[src/dlcf_pkg.sv]
// Package for the delayed linear color fade engine.
// Holds the widths, opcodes and controller/datapath structs.
// No dependencies.
`timescale 1ns / 1ps

package dlcf_pkg;

  localparam int CH_W      = 24;
  localparam int NCH       = 4;
  localparam int CH_IDX_W  = $clog2(NCH);
  localparam int STEP_W    = CH_W + 1;
  localparam int SUM_W     = CH_W + 2;
  localparam int FT_W      = 16;
  localparam int TICK_W    = FT_W + 1;
  localparam int OP_W      = 2;
  localparam int DIV_CNT_W = $clog2(CH_W + 2);

  localparam int IN_BITS     = NCH * CH_W + 2 * FT_W;
  localparam int IN_TDATA_W  = ((IN_BITS + 7) / 8) * 8;
  localparam int OUT_BITS    = NCH * CH_W;
  localparam int OUT_TDATA_W = ((OUT_BITS + 7) / 8) * 8;

  localparam logic [OP_W-1:0] OP_TICK   = 2'd0;
  localparam logic [OP_W-1:0] OP_START  = 2'd1;
  localparam logic [OP_W-1:0] OP_CANCEL = 2'd2;

  typedef struct packed {
    logic load_in;
    logic apply_start;
    logic apply_cancel;
    logic div_start;
    logic emit;
  } dlcf_cmd_t;

  typedef struct packed {
    logic [OP_W-1:0] op;
    logic            need_div;
    logic            div_done;
    logic            out_free;
  } dlcf_sts_t;

endpackage

[src/dlcf_ctrl.sv]
// Controller state machine for the color fade engine.
// Issues commands to dlcf_dpath and sequences decode, divide and emit.
// Depends on dlcf_pkg.
`timescale 1ns / 1ps

module dlcf_ctrl (
  input  logic                clk_i,
  input  logic                rst_ni,
  input  logic                in_tvalid_i,
  output logic                in_tready_o,
  input  dlcf_pkg::dlcf_sts_t sts_i,
  output dlcf_pkg::dlcf_cmd_t cmd_o
);
  import dlcf_pkg::*;

  localparam logic [1:0] ST_IDLE   = 2'd0;
  localparam logic [1:0] ST_DECODE = 2'd1;
  localparam logic [1:0] ST_DIV    = 2'd2;
  localparam logic [1:0] ST_EMIT   = 2'd3;

  logic [1:0] state_q, state_d;

  always_comb begin
    state_d     = state_q;
    cmd_o       = '0;
    in_tready_o = 1'b0;
    unique case (state_q)
      ST_IDLE: begin
        in_tready_o = 1'b1;
        if (in_tvalid_i) begin
          cmd_o.load_in = 1'b1;
          state_d       = ST_DECODE;
        end
      end
      ST_DECODE: begin
        unique case (sts_i.op)
          OP_START: begin
            cmd_o.apply_start = 1'b1;
            state_d           = ST_IDLE;
          end
          OP_CANCEL: begin
            cmd_o.apply_cancel = 1'b1;
            state_d            = ST_IDLE;
          end
          OP_TICK: begin
            if (sts_i.need_div) begin
              cmd_o.div_start = 1'b1;
              state_d         = ST_DIV;
            end else begin
              state_d = ST_EMIT;
            end
          end
          default: state_d = ST_IDLE;
        endcase
      end
      ST_DIV: begin
        if (sts_i.div_done) begin
          state_d = ST_EMIT;
        end
      end
      ST_EMIT: begin
        if (sts_i.out_free) begin
          cmd_o.emit = 1'b1;
          state_d    = ST_IDLE;
        end
      end
      default: state_d = ST_IDLE;
    endcase
  end

  always_ff @(posedge clk_i or negedge rst_ni) begin
    if (!rst_ni) begin
      state_q <= ST_IDLE;
    end else begin
      state_q <= state_d;
    end
  end

endmodule

[src/dlcf_dpath.sv]
// Datapath of the color fade engine: input latch, fade state, shared
// restoring divider for the per-channel steps, add/clamp and output register.
// Depends on dlcf_pkg; driven by dlcf_ctrl.
`timescale 1ns / 1ps

module dlcf_dpath (
  input  logic                                clk_i,
  input  logic                                rst_ni,
  input  logic [dlcf_pkg::IN_TDATA_W-1:0]     in_tdata_i,
  input  logic [dlcf_pkg::OP_W-1:0]           in_tuser_i,
  input  dlcf_pkg::dlcf_cmd_t                 cmd_i,
  output dlcf_pkg::dlcf_sts_t                 sts_o,
  output logic                                out_tvalid_o,
  input  logic                                out_tready_i,
  output logic [dlcf_pkg::OUT_TDATA_W-1:0]    out_tdata_o,
  output logic                                out_tuser_o
);
  import dlcf_pkg::*;

  localparam logic [DIV_CNT_W-1:0] CNT_LAST_BIT = DIV_CNT_W'(CH_W);
  localparam logic [DIV_CNT_W-1:0] CNT_STORE    = DIV_CNT_W'(CH_W + 1);
  localparam logic [CH_IDX_W-1:0]  CH_LAST      = CH_IDX_W'(NCH - 1);

  // input latch
  logic [OP_W-1:0] op_q;
  logic [CH_W-1:0] cur_q [NCH];
  logic [FT_W-1:0] fade_in_q;
  logic [FT_W-1:0] wait_in_q;
  logic [CH_W-1:0] in_chan [NCH];

  // fade state
  logic [CH_W-1:0]   tgt_q  [NCH];
  logic [STEP_W-1:0] step_q [NCH];
  logic [FT_W-1:0]   ramp_q;
  logic [FT_W-1:0]   wait_q;
  logic [TICK_W-1:0] tick_q;
  logic              act_q;

  // divider
  logic                 busy_q;
  logic [CH_IDX_W-1:0]  ch_q;
  logic [DIV_CNT_W-1:0] cnt_q;
  logic [FT_W-1:0]      rem_q;
  logic [CH_W-1:0]      dvd_q;
  logic                 neg_q;

  logic [STEP_W-1:0] diff;
  logic [STEP_W-1:0] mag;
  logic [FT_W:0]     sh;
  logic [FT_W:0]     trial;
  logic [STEP_W-1:0] quo_ext;
  logic [STEP_W-1:0] step_new;
  logic              div_done;

  // tick evaluation
  logic              ramp_on;
  logic [TICK_W-1:0] tick_nxt;
  logic              fade_end;
  logic [SUM_W-1:0]  sum [NCH];
  logic [CH_W-1:0]   res [NCH];

  // output register
  logic            out_valid_q;
  logic [CH_W-1:0] out_chan_q [NCH];
  logic            out_fading_q;

  always_comb begin
    for (int c = 0; c < NCH; c++) begin
      in_chan[c] = in_tdata_i[c*CH_W +: CH_W];
    end
  end

  always_comb begin
    diff     = {1'b0, tgt_q[ch_q]} - {1'b0, cur_q[ch_q]};
    mag      = diff[STEP_W-1] ? (~diff + 1'b1) : diff;
    sh       = {rem_q, dvd_q[CH_W-1]};
    trial    = sh - {1'b0, ramp_q};
    quo_ext  = {1'b0, dvd_q};
    step_new = neg_q ? (~quo_ext + 1'b1) : quo_ext;
    div_done = busy_q && (cnt_q == CNT_STORE) && (ch_q == CH_LAST);
  end

  always_comb begin
    ramp_on  = act_q && (tick_q >= {1'b0, wait_q});
    tick_nxt = tick_q + 1'b1;
    fade_end = tick_nxt >= ({1'b0, ramp_q} + {1'b0, wait_q});
    for (int c = 0; c < NCH; c++) begin
      sum[c] = {2'b00, cur_q[c]} + {step_q[c][STEP_W-1], step_q[c]};
      if (sum[c][SUM_W-1]) begin
        res[c] = '0;
      end else if (sum[c][CH_W]) begin
        res[c] = '1;
      end else begin
        res[c] = sum[c][CH_W-1:0];
      end
      if (!ramp_on) begin
        res[c] = cur_q[c];
      end
    end
  end

  always_comb begin
    sts_o.op       = op_q;
    sts_o.need_div = act_q && (tick_q == {1'b0, wait_q});
    sts_o.div_done = div_done;
    sts_o.out_free = !out_valid_q || out_tready_i;
  end

  always_ff @(posedge clk_i) begin
    if (cmd_i.load_in) begin
      op_q      <= in_tuser_i;
      cur_q     <= in_chan;
      fade_in_q <= in_tdata_i[NCH*CH_W +: FT_W];
      wait_in_q <= in_tdata_i[NCH*CH_W+FT_W +: FT_W];
    end
    if (busy_q) begin
      if (cnt_q == '0) begin
        dvd_q <= mag[CH_W-1:0];
        rem_q <= '0;
        neg_q <= diff[STEP_W-1];
      end else if (cnt_q <= CNT_LAST_BIT) begin
        rem_q <= trial[FT_W] ? sh[FT_W-1:0] : trial[FT_W-1:0];
        dvd_q <= {dvd_q[CH_W-2:0], ~trial[FT_W]};
      end
    end
    if (cmd_i.emit) begin
      out_chan_q   <= res;
      out_fading_q <= act_q && !fade_end;
    end
  end

  always_ff @(posedge clk_i or negedge rst_ni) begin
    if (!rst_ni) begin
      for (int c = 0; c < NCH; c++) begin
        tgt_q[c]  <= '0;
        step_q[c] <= '0;
      end
      ramp_q      <= '0;
      wait_q      <= '0;
      tick_q      <= '0;
      act_q       <= 1'b0;
      busy_q      <= 1'b0;
      ch_q        <= '0;
      cnt_q       <= '0;
      out_valid_q <= 1'b0;
    end else begin
      if (cmd_i.apply_start) begin
        tgt_q  <= cur_q;
        ramp_q <= (fade_in_q == '0) ? FT_W'(1) : fade_in_q;
        wait_q <= wait_in_q;
        tick_q <= '0;
        act_q  <= 1'b1;
      end
      if (cmd_i.apply_cancel) begin
        tick_q <= '0;
        act_q  <= 1'b0;
      end
      if (cmd_i.emit && act_q) begin
        if (fade_end) begin
          tick_q <= '0;
          act_q  <= 1'b0;
        end else begin
          tick_q <= tick_nxt;
        end
      end

      if (cmd_i.div_start) begin
        busy_q <= 1'b1;
        ch_q   <= '0;
        cnt_q  <= '0;
      end else if (busy_q) begin
        if (cnt_q == CNT_STORE) begin
          step_q[ch_q] <= step_new;
          cnt_q        <= '0;
          if (ch_q == CH_LAST) begin
            busy_q <= 1'b0;
          end else begin
            ch_q <= ch_q + 1'b1;
          end
        end else begin
          cnt_q <= cnt_q + 1'b1;
        end
      end

      if (cmd_i.emit) begin
        out_valid_q <= 1'b1;
      end else if (out_tready_i) begin
        out_valid_q <= 1'b0;
      end
    end
  end

  always_comb begin
    out_tdata_o = '0;
    for (int c = 0; c < NCH; c++) begin
      out_tdata_o[c*CH_W +: CH_W] = out_chan_q[c];
    end
  end

  assign out_tvalid_o = out_valid_q;
  assign out_tuser_o  = out_fading_q;

endmodule

[src/delayed_linear_color_fade.sv]
// Channel   Dir  tdata (low bit up)                                   tuser
// s_axis    in   chan_red, chan_green, chan_blue, chan_alpha,         opcode
//                fade_ticks, wait_ticks
// m_axis    out  out_red, out_green, out_blue, out_alpha              still_fading
//
// One item at a time. Start, cancel and unused opcodes pass decode to idle.
// A tick passes decode and emit, and also a divide state on the tick that
// computes the steps: one shared restoring divider serves the four channels
// in turn. The result waits in an output register; the next item is taken
// meanwhile; a tick stalls only in the emit state until the register frees.
// Reset is asynchronous, active low, and leaves the engine idle.
// Top level of the delayed linear color fade engine; instantiates
// dlcf_ctrl and dlcf_dpath, depends on dlcf_pkg.
`timescale 1ns / 1ps

module delayed_linear_color_fade (
  input  logic                                clk_i,
  input  logic                                rst_ni,
  input  logic                                s_axis_tvalid,
  output logic                                s_axis_tready,
  // chan_red, chan_green, chan_blue, chan_alpha, fade_ticks, wait_ticks
  input  logic [dlcf_pkg::IN_TDATA_W-1:0]     s_axis_tdata,
  // opcode
  input  logic [dlcf_pkg::OP_W-1:0]           s_axis_tuser,
  output logic                                m_axis_tvalid,
  input  logic                                m_axis_tready,
  // out_red, out_green, out_blue, out_alpha
  output logic [dlcf_pkg::OUT_TDATA_W-1:0]    m_axis_tdata,
  // still_fading
  output logic                                m_axis_tuser
);
  import dlcf_pkg::*;

  dlcf_cmd_t cmd;
  dlcf_sts_t sts;

  dlcf_ctrl u_ctrl (
    .clk_i       (clk_i),
    .rst_ni      (rst_ni),
    .in_tvalid_i (s_axis_tvalid),
    .in_tready_o (s_axis_tready),
    .sts_i       (sts),
    .cmd_o       (cmd)
  );

  dlcf_dpath u_dpath (
    .clk_i        (clk_i),
    .rst_ni       (rst_ni),
    .in_tdata_i   (s_axis_tdata),
    .in_tuser_i   (s_axis_tuser),
    .cmd_i        (cmd),
    .sts_o        (sts),
    .out_tvalid_o (m_axis_tvalid),
    .out_tready_i (m_axis_tready),
    .out_tdata_o  (m_axis_tdata),
    .out_tuser_o  (m_axis_tuser)
  );

endmodule
[config.mk]
export PLATFORM = sky130hd
export DESIGN_NAME = delayed_linear_color_fade
export DESIGN_NICKNAME = d
export VERILOG_FILES = /design/src/dlcf_pkg.sv /design/src/dlcf_ctrl.sv /design/src/dlcf_dpath.sv /design/src/delayed_linear_color_fade.sv
export SDC_FILE = /design/constraint.sdc
export NUM_CORES = 1
export LEC_CHECK = 0
export ABC_AREA = 1
export CORE_MARGIN = 2
export CORE_UTILIZATION = 32
export DETAILED_ROUTE_END_ITERATION = 12
export DONT_BUFFER_PORTS = 1
export MAX_ROUTING_LAYER = met4
export PLACE_DENSITY = 0.46
export SETUP_SLACK_MARGIN = 0.1
export SYNTH_ARGS = -nofsm -noshare
export SYNTH_HDL_FRONTEND = slang
export SYNTH_SLANG_ARGS = --single-unit
[constraint.sdc]
create_clock -name clk_i -period 8.25 [get_ports clk_i]
set_input_delay 1.65 -clock clk_i [delete_from_list [all_inputs] [get_ports clk_i]]
set_output_delay 1.65 -clock clk_i [all_outputs]
set_load 0.02 [all_outputs]
# Yosys cells after proc, flatten, opt, wreduce, memory -nomap -nowiden
# Index checks and enable logic that the tools add are counted.
[totals]
inputBits = 134
register_bits = 525
word_cells = 155
output_inout_bits = 99
[classes]
add_sub_neg = 12
reduce_logical = 24
mux = 65
n_bitwise = 5
eq_ne = 12
n_lt_le_gt_ge = 5
[op_table]
columns = ["op", "count"]
rows = [
  ["2-to-1 mux 24 bit", 19],
  ["adder 25 x 25 -> 26 bit", 4],
  ["bitwise mux 100 bit", 1],
  ["binary-select mux 24 bit (select 2 bit)", 2],
  ["2-to-1 mux 17 bit", 4],
  ["demux 25 bit (select 2 bit)", 1],
  ["2-to-1 mux 25 bit", 2],
  ["2-to-1 mux 16 bit", 3],
  ["adder 25 x 1 -> 25 bit, second input constant", 1],
  ["NOT 24 -> 25 bit", 1],
  ["subtractor 24 x 24 -> 25 bit", 1],
  ["adder 24 x 1 -> 24 bit, second input constant", 1],
  ["NOT 24 bit", 1],
  ["2-to-1 mux 1 bit", 20],
  ["adder 16 x 16 -> 17 bit", 1],
  ["adder 17 x 1 -> 17 bit, second input constant", 1],
  ["== test 17 x 16 -> 1 bit", 1],
  ["greater-or-equal comparator 17 x 16 -> 1 bit", 1],
  ["greater-or-equal comparator 17 bit", 1],
  ["subtractor 17 x 16 -> 17 bit", 1],
  ["zero test 16 bit", 1],
  ["2-to-1 mux 2 bit", 8],
  ["2-to-1 mux 5 bit", 3],
  ["AND reduction 3 bit", 3],
  ["other kinds (22)", 41],
]

# Depth between registers and ports, before layout
# Gate-level depths: netlist of the first run.
[depth]
ltp_word = 9
ltp_mapped = 26
depth_no_buf = 25

# By module
# From an unflattened synthesis of the first run, not the netlist that was laid out.
[unflattened]
cells_unflattened = 3844
hier_area_um2 = 31470.2
[modules_own_cells]
columns = ["mod", "cells_per_inst", "area_per_inst_um2", "instances", "seq_area_each_um2"]
rows = [
  ["dlcf_dpath", 3815, 31303.8, 1, 14428.8],
  ["dlcf_ctrl", 29, 166.4, 1, 50.0],
]

# Least setup slack after synthesis of the first run
# No wires, ideal clock.
[synth_path]
path_kind = "input port to flip-flop"
startpoint = "in s_axis_tvalid"
endpoint = "reg u_dpath.cur_q[0] (netlist bit) (enable)"
required_time_ns = 7.629
slack_ns = 0.569
arrival_ns = 7.061
setup_time_ns = 0.621
n_path_buf = 0
stages = 2
path_cell_list = "inv_1 nor2_1"
[synth_lines]
columns = ["item", "line", "text"]
rows = [
  ["start: declaration", "delayed_linear_color_fade.sv:19", "input logic s_axis_tvalid,"],
  ["end signal: assignment", "dlcf_dpath.sv:112", "cur_q <= in_chan;"],
  ["end: declaration", "dlcf_dpath.sv:26", "logic [CH_W-1:0] cur_q [NCH];"],
]

# Worst setup path after layout of the first run
[layout_path]
startpoint = "reg u_dpath.ch_q[0]"
endpoint = "reg u_dpath.dvd_q[13], data pin"
[layout_between]
elab_chain_cells = 9
elab_cells_between_ends = 12
classes_between = "2 x add/sub; 8 x mux; 2 x bitwise"
[layout_rtl]
columns = ["item", "line", "text"]
rows = [
  ["start: declaration", "dlcf_dpath.sv:41", "logic [CH_IDX_W-1:0] ch_q;"],
  ["start signal: assignment", "dlcf_dpath.sv:178", "ch_q <= ch_q + 1'b1;"],
  ["NOT 2 -> 3 bit (not written as such) (*)", "dlcf_dpath.sv:74", "diff = {1'b0, tgt_q[ch_q]} - {1'b0, cur_q[ch_q]};"],
  ["binary-select mux 24 bit (select 2 bit)", "dlcf_dpath.sv:74", ""],
  ["2-to-1 mux 24 bit (not written as such) (2 in a row)", "dlcf_dpath.sv:74", ""],
  ["subtractor 24 x 24 -> 25 bit (*)", "dlcf_dpath.sv:74", ""],
  ["NOT 24 bit", "dlcf_dpath.sv:75", "mag = diff[STEP_W-1] ? (~diff + 1'b1) : diff;"],
  ["adder 24 x 1 -> 24 bit", "dlcf_dpath.sv:75", ""],
  ["2-to-1 mux 24 bit (*)", "dlcf_dpath.sv:75", ""],
  ["2-to-1 mux 24 bit (*)", "dlcf_dpath.sv:117", "if (cnt_q == '0) begin"],
  ["end signal: assignment", "dlcf_dpath.sv:118", "dvd_q <= mag[CH_W-1:0];"],
  ["end signal: assignment", "dlcf_dpath.sv:123", "dvd_q <= {dvd_q[CH_W-2:0], ~trial[FT_W]};"],
  ["end: declaration", "dlcf_dpath.sv:44", "logic [CH_W-1:0] dvd_q;"],
]
# Every way passes the cells marked *; elsewhere a longest branch is shown, timed or not. The select of a mux whose other input is x is not followed.
# A chain may end at the register's enable or synchronous reset.

==> results.yml, run 1 <==
outcome:
  run_status: "finished clean"
placed_design:
  io_buffers: 0
  hpwl_um: 81570
  place_ws_ns: 2.988
  place_congestion: 0.9320
  dp.cells: 5030
global_route:
  grt_pass1_wl_um: 160200
  grt_pass1_vias: 25100
  grt_max_degree: 258
  antenna_found_initial: 9
  gr-usage-all-layers_pct: 21.92
  overflow: 0
synth:
  synth_top_area_share_pct: 25.71
  postSynthCellCount: 3818
  ys_types: 50
  syn_nets: 4154
  synthFlopType: "edfxtp_1"
  synth_area_leaders: "edfxtp_1 26%, dfrtp_1 21%, nand2_1 14%"
  ys_seq_area_share_pct: 46.25
  yosys_register_bits: 525
  syn_avg_cell_area_um2: 8.200
  synth_area_mm2: 0.03131
  synth_edf_count: 268
  yosysTopAreaCell: "edfxtp_1"
  ys_async_sr_fraction_pct: 48.95
  synth_warnings: 0
power:
  power_frac_seq_pct: 36.1
  combPwrFrac_pct: 38.7
  p_sw_share_pct: 42.32
  power-per-cell-area_mw_per_mm2: 333.3
  ir_drop_mv: 0.2017
  p_switching_mw: 4.950
  p_clk_share_pct: 25.3
  internal_power_mw: 6.748
  leakagePower_nw: 16.34
cells_and_area:
  post-route-util_pct: 36.24
  layout_commonest_cell: "nand2_1"
  finalNonFillerCells: 5154
  nNetsFinal: 4158
  syn2layout_area_growth_pct: 12.12
  drive_gt1_share_pct: 5.523
  final_cell_mix: "1,170 x nand2_1, 417 x o21ai_0, 366 x inv_1"
critical_path:
  worst_ep_required_time_ns: 8.62
  reg2reg_slack_ns: 2.88
  r2r_cells: 13
  cp_max_fo: 92
  reg2reg_from: "u_dpath.ch_q[0]$_DFFE_PN0P_"
  arrival_ns: 5.75
  r2r_end: "u_dpath.dvd_q[13]$_DFFE_PP_"
  endpoint_kind: "flip-flop"
  timing_worst_setup_path_type: "flip-flop to flip-flop"
  start_kind: "flip-flop"
sta:
  slew_violations: 0
  finalSetupTns_ns: 0
  hold_violations: 0
  tightest_slew_ns: 1.246
  worst_slack_ns: 2.876
  fmaxAchievable_mhz: 186.1
  rsz0062_at_grt: "no"
  min_period_ns: 5.374
  fin_crit_sh_pct: 65.13
  relSlewSlack_pct: 16.83
  setup_viol: 0
  skew_ns: 0.03768
job:
  cap_violations: 0
clock_tree:
  htreeDepth: 3
  post-cts-setup-buffer-count: 0
  cts_buffer_depth: 3
  cts-root-buf: "clkbuf_16"
  cts_resized: 0
  cts.clk_slew.worst_paths_ns: 0.06
  cts_tree: "done"
  cts_hold_buf: 0
  clkLatencyLatePin_ns: 0.65
  cts_buffers: 66
  cts.sinks: 525
drt:
  via_per_inst: 4.979
  ant_nets: 0
  wirelength_um: 107100
  drt_iter0_markers: 1955
  wl_per_cell_um: 20.78
  drc: 0
  first_pass_iters: 5
  via_count: 25660
die:
  dieArea_mm2: 0.1004
  start_util_pct: 32.32
  dieWidth_um: 316.8
  dieHeight_um: 316.8
  coreArea_mm2: 0.09685
  io-pin-count: 233
  row_count: 114
worst_hold_path:
  hold_depth: 2
  hold_start: "u_dpath.wait_in_q[5]$_DFFE_PP_"
  min_to: "u_dpath.wait_q[5]$_DFFE_PN0P_"
  hp-class: "flip-flop to flip-flop"
## worst max-delay path by stage
stage	cells past startpoint	to	from	slack, ns
2_1_floorplan	2	u_dpath.cur_q[0]$_DFFE_PP_	s_axis_tvalid	0.57
3_3_place_gp	13	u_dpath.dvd_q[13]$_DFFE_PP_	u_dpath.ch_q[0]$_DFFE_PN0P_	3.07
3_5_place_dp	13	u_dpath.dvd_q[13]$_DFFE_PP_	u_dpath.ch_q[0]$_DFFE_PN0P_	2.99
4_1_cts	13	u_dpath.dvd_q[13]$_DFFE_PP_	u_dpath.ch_q[0]$_DFFE_PN0P_	2.96
5_1_grt	13	u_dpath.dvd_q[13]$_DFFE_PP_	u_dpath.ch_q[0]$_DFFE_PN0P_	2.40
6_report	13	u_dpath.dvd_q[13]$_DFFE_PP_	u_dpath.ch_q[0]$_DFFE_PN0P_	2.88
## cell usage after synthesis, types with 15 or more instances
library cell / count
xor2_1: 94
a21oi_1: 250
a21o_1: 15
inv_1: 367
dfrtp_1: 257
o21ai_1: 33
o21ai_0: 418
edfxtp_1: 268
nand3_1: 106
clkbuf_1: 86
buf_2: 27
nand2_1: 1170
xnor2_1: 58
o22ai_1: 34
ha_1: 195
nor2_1: 224
nand4_1: 27
nor3_1: 48
## power by group through the flow
| stage | logic (mW) | clock network [mW] | registers (mW) |
|---|---|---|---|
| 6_report | 4.52 | 2.96 | 4.22 |
| 5_1_grt | 5.15 | 3.14 | 4.28 |
| 4_1_cts | 4.55 | 3.04 | 4.23 |
| 3_5_place_dp | 4.52 | 0 | 4.27 |
| 3_3_place_gp | 4.51 | 0 | 4.29 |
| 2_1_floorplan | 3.25 | 0 | 4.08 |
## metrics by stage
step,total power [mW],cell area (um^2),hold WS [ns]
finish,11.70,35100,0.4536
global route,12.58,35090,0.4857
CTS,11.82,35090,0.4587
detailed placement,8.788,32910,0.4460
global placement,8.793,32910,0.4363
floorplan,7.334,31310,0.4255
## state kept, by name, summed over array words and instances (netlist names), 2 cells and up, named ones only
name,cells
u_dpath.step_q,100
u_dpath.cur_q,96
u_dpath.out_tdata_o,96
u_dpath.tgt_q,96
u_dpath.dvd_q,24
u_dpath.tick_q,17
u_dpath.fade_in_q,16
u_dpath.ramp_q,16
u_dpath.rem_q,16
u_dpath.wait_in_q,16
u_dpath.wait_q,16
u_dpath.cnt_q,5
u_dpath.ch_q,2
u_dpath.op_q,2
## per-layer routing
layer,up-vias,global-route usage [%],wire (um)
li1,12780,-,-
met1,12120,28.45,48270
met2,628,35.91,51190
met3,138,2.824,4622
met4,0,6.121,3002
met5,-,-,0
## worst max-delay path: stages (launching register included)
cell and delay, ns:
dfrtp_4 0.75, buf_4 0.69, o21ai_0 0.21, a21oi_1 0.16, a21oi_1 0.06, ha_1 0.41, nand2_1 0.13, nor3_1 0.35
nand2_1 0.09, o211ai_1 0.89, inv_1 0.76, a21oi_1 0.31, nand3b_1 0.13, o21ai_0 0.08
## logic make-up after synthesis
group	after synthesis	share of synthesized area, %
compound gates	822	14.02
flops	525	46.25
xor+xnor	157	4.512
buf+inv	488	6.007
fa+ha+maj	202	8.241
simple gates	1624	20.97
## final cells by class
class                      count  area, um^2
fill                       10190       61750
multi-input combinational   2805       15040
sequential                   525       14480
clock buffer                  92        1862
tap                         1276        1597
inverter                     370        1391
timing repair buffer          54       405.4
clock inverter                29       317.8
antenna                        3       7.507
(Power assumes the default switching activity.)
==> run 2: changes to the inputs <==
- clock period: 8.25 -> 5 ns (I/O delays scaled with it)
==> results.yml, run 2 (synthesized netlist as in run 1, its figures left out) <==
outcome:
  run_status: "finished clean"
clock_tree:
  cts_buffer_depth: 3
  post-cts-setup-buffer-count: 0
  cts.sinks: 525
  cts_hold_buf: 0
  cts.clk_slew.worst_paths_ns: 0.06
  cts_tree: "done"
  cts_buffers: 67
  htreeDepth: 3
  cts-root-buf: "clkbuf_16"
  clkLatencyLatePin_ns: 0.64
  cts_resized: 0
critical_path:
  cp_max_fo: 15
  endpoint_kind: "flip-flop"
  worst_ep_required_time_ns: 5.53
  critPathSlowestCell: "nand3_1"
  cpMostUsedCell: "nand2_1"
  critPathTopFamily: "simple AND/OR/NAND/NOR gates"
  arrival_ns: 4.51
  critPathBufInv: 1
  critPathMaxStageDelay_ns: 0.50
  critical_path.cell_chain: "ha_1, fa_1, nand2_1, nand2_1, a21oi_1, o31ai_1, nand3_1, nand2_1, a31oi_1, xor2_1, ha_1, nand2_1, nor2_1, a211oi_1, nand2_1, nand2_1, nand2_1, nand2_1, nand3_1, inv_1, nand2_1, o21ai_0"
  timing_worst_setup_path_type: "flip-flop to flip-flop"
  start_kind: "flip-flop"
sta:
  worst_slack_ns: 1.013
  hold_slack_ns: 0.07428
  rsz0062_at_grt: "no"
  skew_ns: 0.03101
  fin_crit_sh_pct: 79.75
  slew_violations: 0
  setup_viol: 0
  relSlewSlack_pct: 15.40
  tightest_slew_ns: 1.269
  min_period_ns: 3.987
  finalSetupTns_ns: 0
  fmaxAchievable_mhz: 250.8
  hold_violations: 0
die:
  dieWidth_um: 316.8
  row_count: 114
  coreArea_mm2: 0.09685
  dieArea_mm2: 0.1004
  dieHeight_um: 316.8
  io-pin-count: 233
  start_util_pct: 32.32
global_route:
  grt_max_degree: 258
  gr-usage-met2_pct: 35.42
  antenna_found_initial: 6
  overflow: 0
  grt_pass1_vias: 24990
  grt_pass1_wl_um: 158400
  top_usage_layer: "met2"
  gr-usage-all-layers_pct: 21.56
  grtUsageMet1_pct: 28.21
  grt_util_met3_pct: 2.661
drt:
  first_pass_iters: 5
  wirelength_um: 105500
  wl_per_cell_um: 20.43
  drt_iter0_markers: 1852
  drc: 0
  via_count: 25520
  ant_nets: 0
  via_per_inst: 4.944
power:
  p_switching_mw: 8.077
  leakagePower_nw: 16.42
  combPwrFrac_pct: 37.8
  p_clk_share_pct: 26.4
  p_sw_share_pct: 41.46
  ir_drop_mv: 0.3425
  power_frac_seq_pct: 35.8
  power-per-cell-area_mw_per_mm2: 551.6
  internal_power_mw: 11.40
cells_and_area:
  largest_register_ffs: 100
  layout_commonest_cell: "nand2_1"
  syn2layout_area_growth_pct: 12.82
  finalNonFillerCells: 5162
  nNetsFinal: 4161
  drive_gt1_share_pct: 5.773
  final_cell_mix: "1,170 x nand2_1, 417 x o21ai_0, 366 x inv_1"
  top_register: "u_dpath.step_q"
  post-route-util_pct: 36.47
job:
  cap_violations: 0
worst_hold_path:
  hp-class: "primary input to async pin"
placed_design:
  dp.cells: 5032
  io_buffers: 0
  place_ws_ns: 1.036
  place_congestion: 0.9041
  hpwl_um: 80680
## run 2: cell count changes in the layout (fill, tap and decap cells not counted), sizes merged
cell      before  now
clkbuf        92   86
bufinv         5    7
diode          3    6
buf           54   56
clkinv        18   20
clkinvlp       2    6
inv          374  375
## run 2: layer usage
layer  share of wire [%]  vias up  routed length (um)
met3                 3.9      114                4087
met2                  48      516               50660
li1                    -    12780                   -
met1                  46    12110               48430
met5                   0        -                   0
met4                 2.2        0                2285
## run 2: path summary, 6_finish.rpt
path                            cells past startpoint  slack, ns                       startpoint                              to
worst min register to register                      2       0.46  u_dpath.wait_in_q[15]$_DFFE_PP_  u_dpath.wait_q[15]$_DFFE_PN0P_
min in group clk_i                                  0       0.45                 s_axis_tdata[57]     u_dpath.cur_q[33]$_DFFE_PP_
worst min-delay path                                0       0.07                           rst_ni   u_dpath.wait_q[9]$_DFFE_PN0P_
worst max register to register                     22       1.01    u_dpath.wait_q[0]$_DFFE_PN0P_   u_dpath.tick_q[5]$_DFFE_PN0P_
worst max-delay path                               22       1.01    u_dpath.wait_q[0]$_DFFE_PN0P_   u_dpath.tick_q[5]$_DFFE_PN0P_
max in group asynchronous                           0       3.75                           rst_ni     u_dpath.ch_q[0]$_DFFE_PN0P_
## run 2: metrics by stage
stage | cell area [um^2] | power, mW
final | 35320 | 19.48
after global routing | 35310 | 20.92
after CTS | 35300 | 19.72
after detailed placement | 32970 | 14.47
after global placement | 32970 | 14.47
after floorplan | 31310 | 12.05
## run 2: worst reg2reg max path: stages (launching register included)
cell and delay, ns:
dfrtp_1 0.41, ha_1 0.25, fa_1 0.41, nand2_1 0.07, nand2_1 0.05, a21oi_1 0.26
o31ai_1 0.15, nand3_1 0.08, nand2_1 0.08, a31oi_1 0.18, xor2_1 0.19, ha_1 0.26
nand2_1 0.08, nor2_1 0.05, a211oi_1 0.16, nand2_1 0.08, nand2_1 0.06, nand2_1 0.04
nand2_1 0.07, nand3_1 0.50, inv_1 0.29, nand2_1 0.07, o21ai_0 0.07
## run 2: layout make-up
class	instances	area [um^2]
clock buffer	86	1924
antenna	6	15.01
clock inverter	38	412.9
multi-input combinational	2805	15030
fill	10100	61530
inverter	370	1391
timing repair buffer	56	470.5
tap	1276	1597
sequential	525	14480
## run 2: power groups by stage
stage,Clock [mW],Combinational [mW],Sequential [mW]
floorplan,0,5.36,6.69
global placement,0,7.40,7.07
detailed placement,0,7.41,7.06
CTS,5.27,7.46,6.99
global route,5.43,8.41,7.07
finish,5.14,7.37,6.97
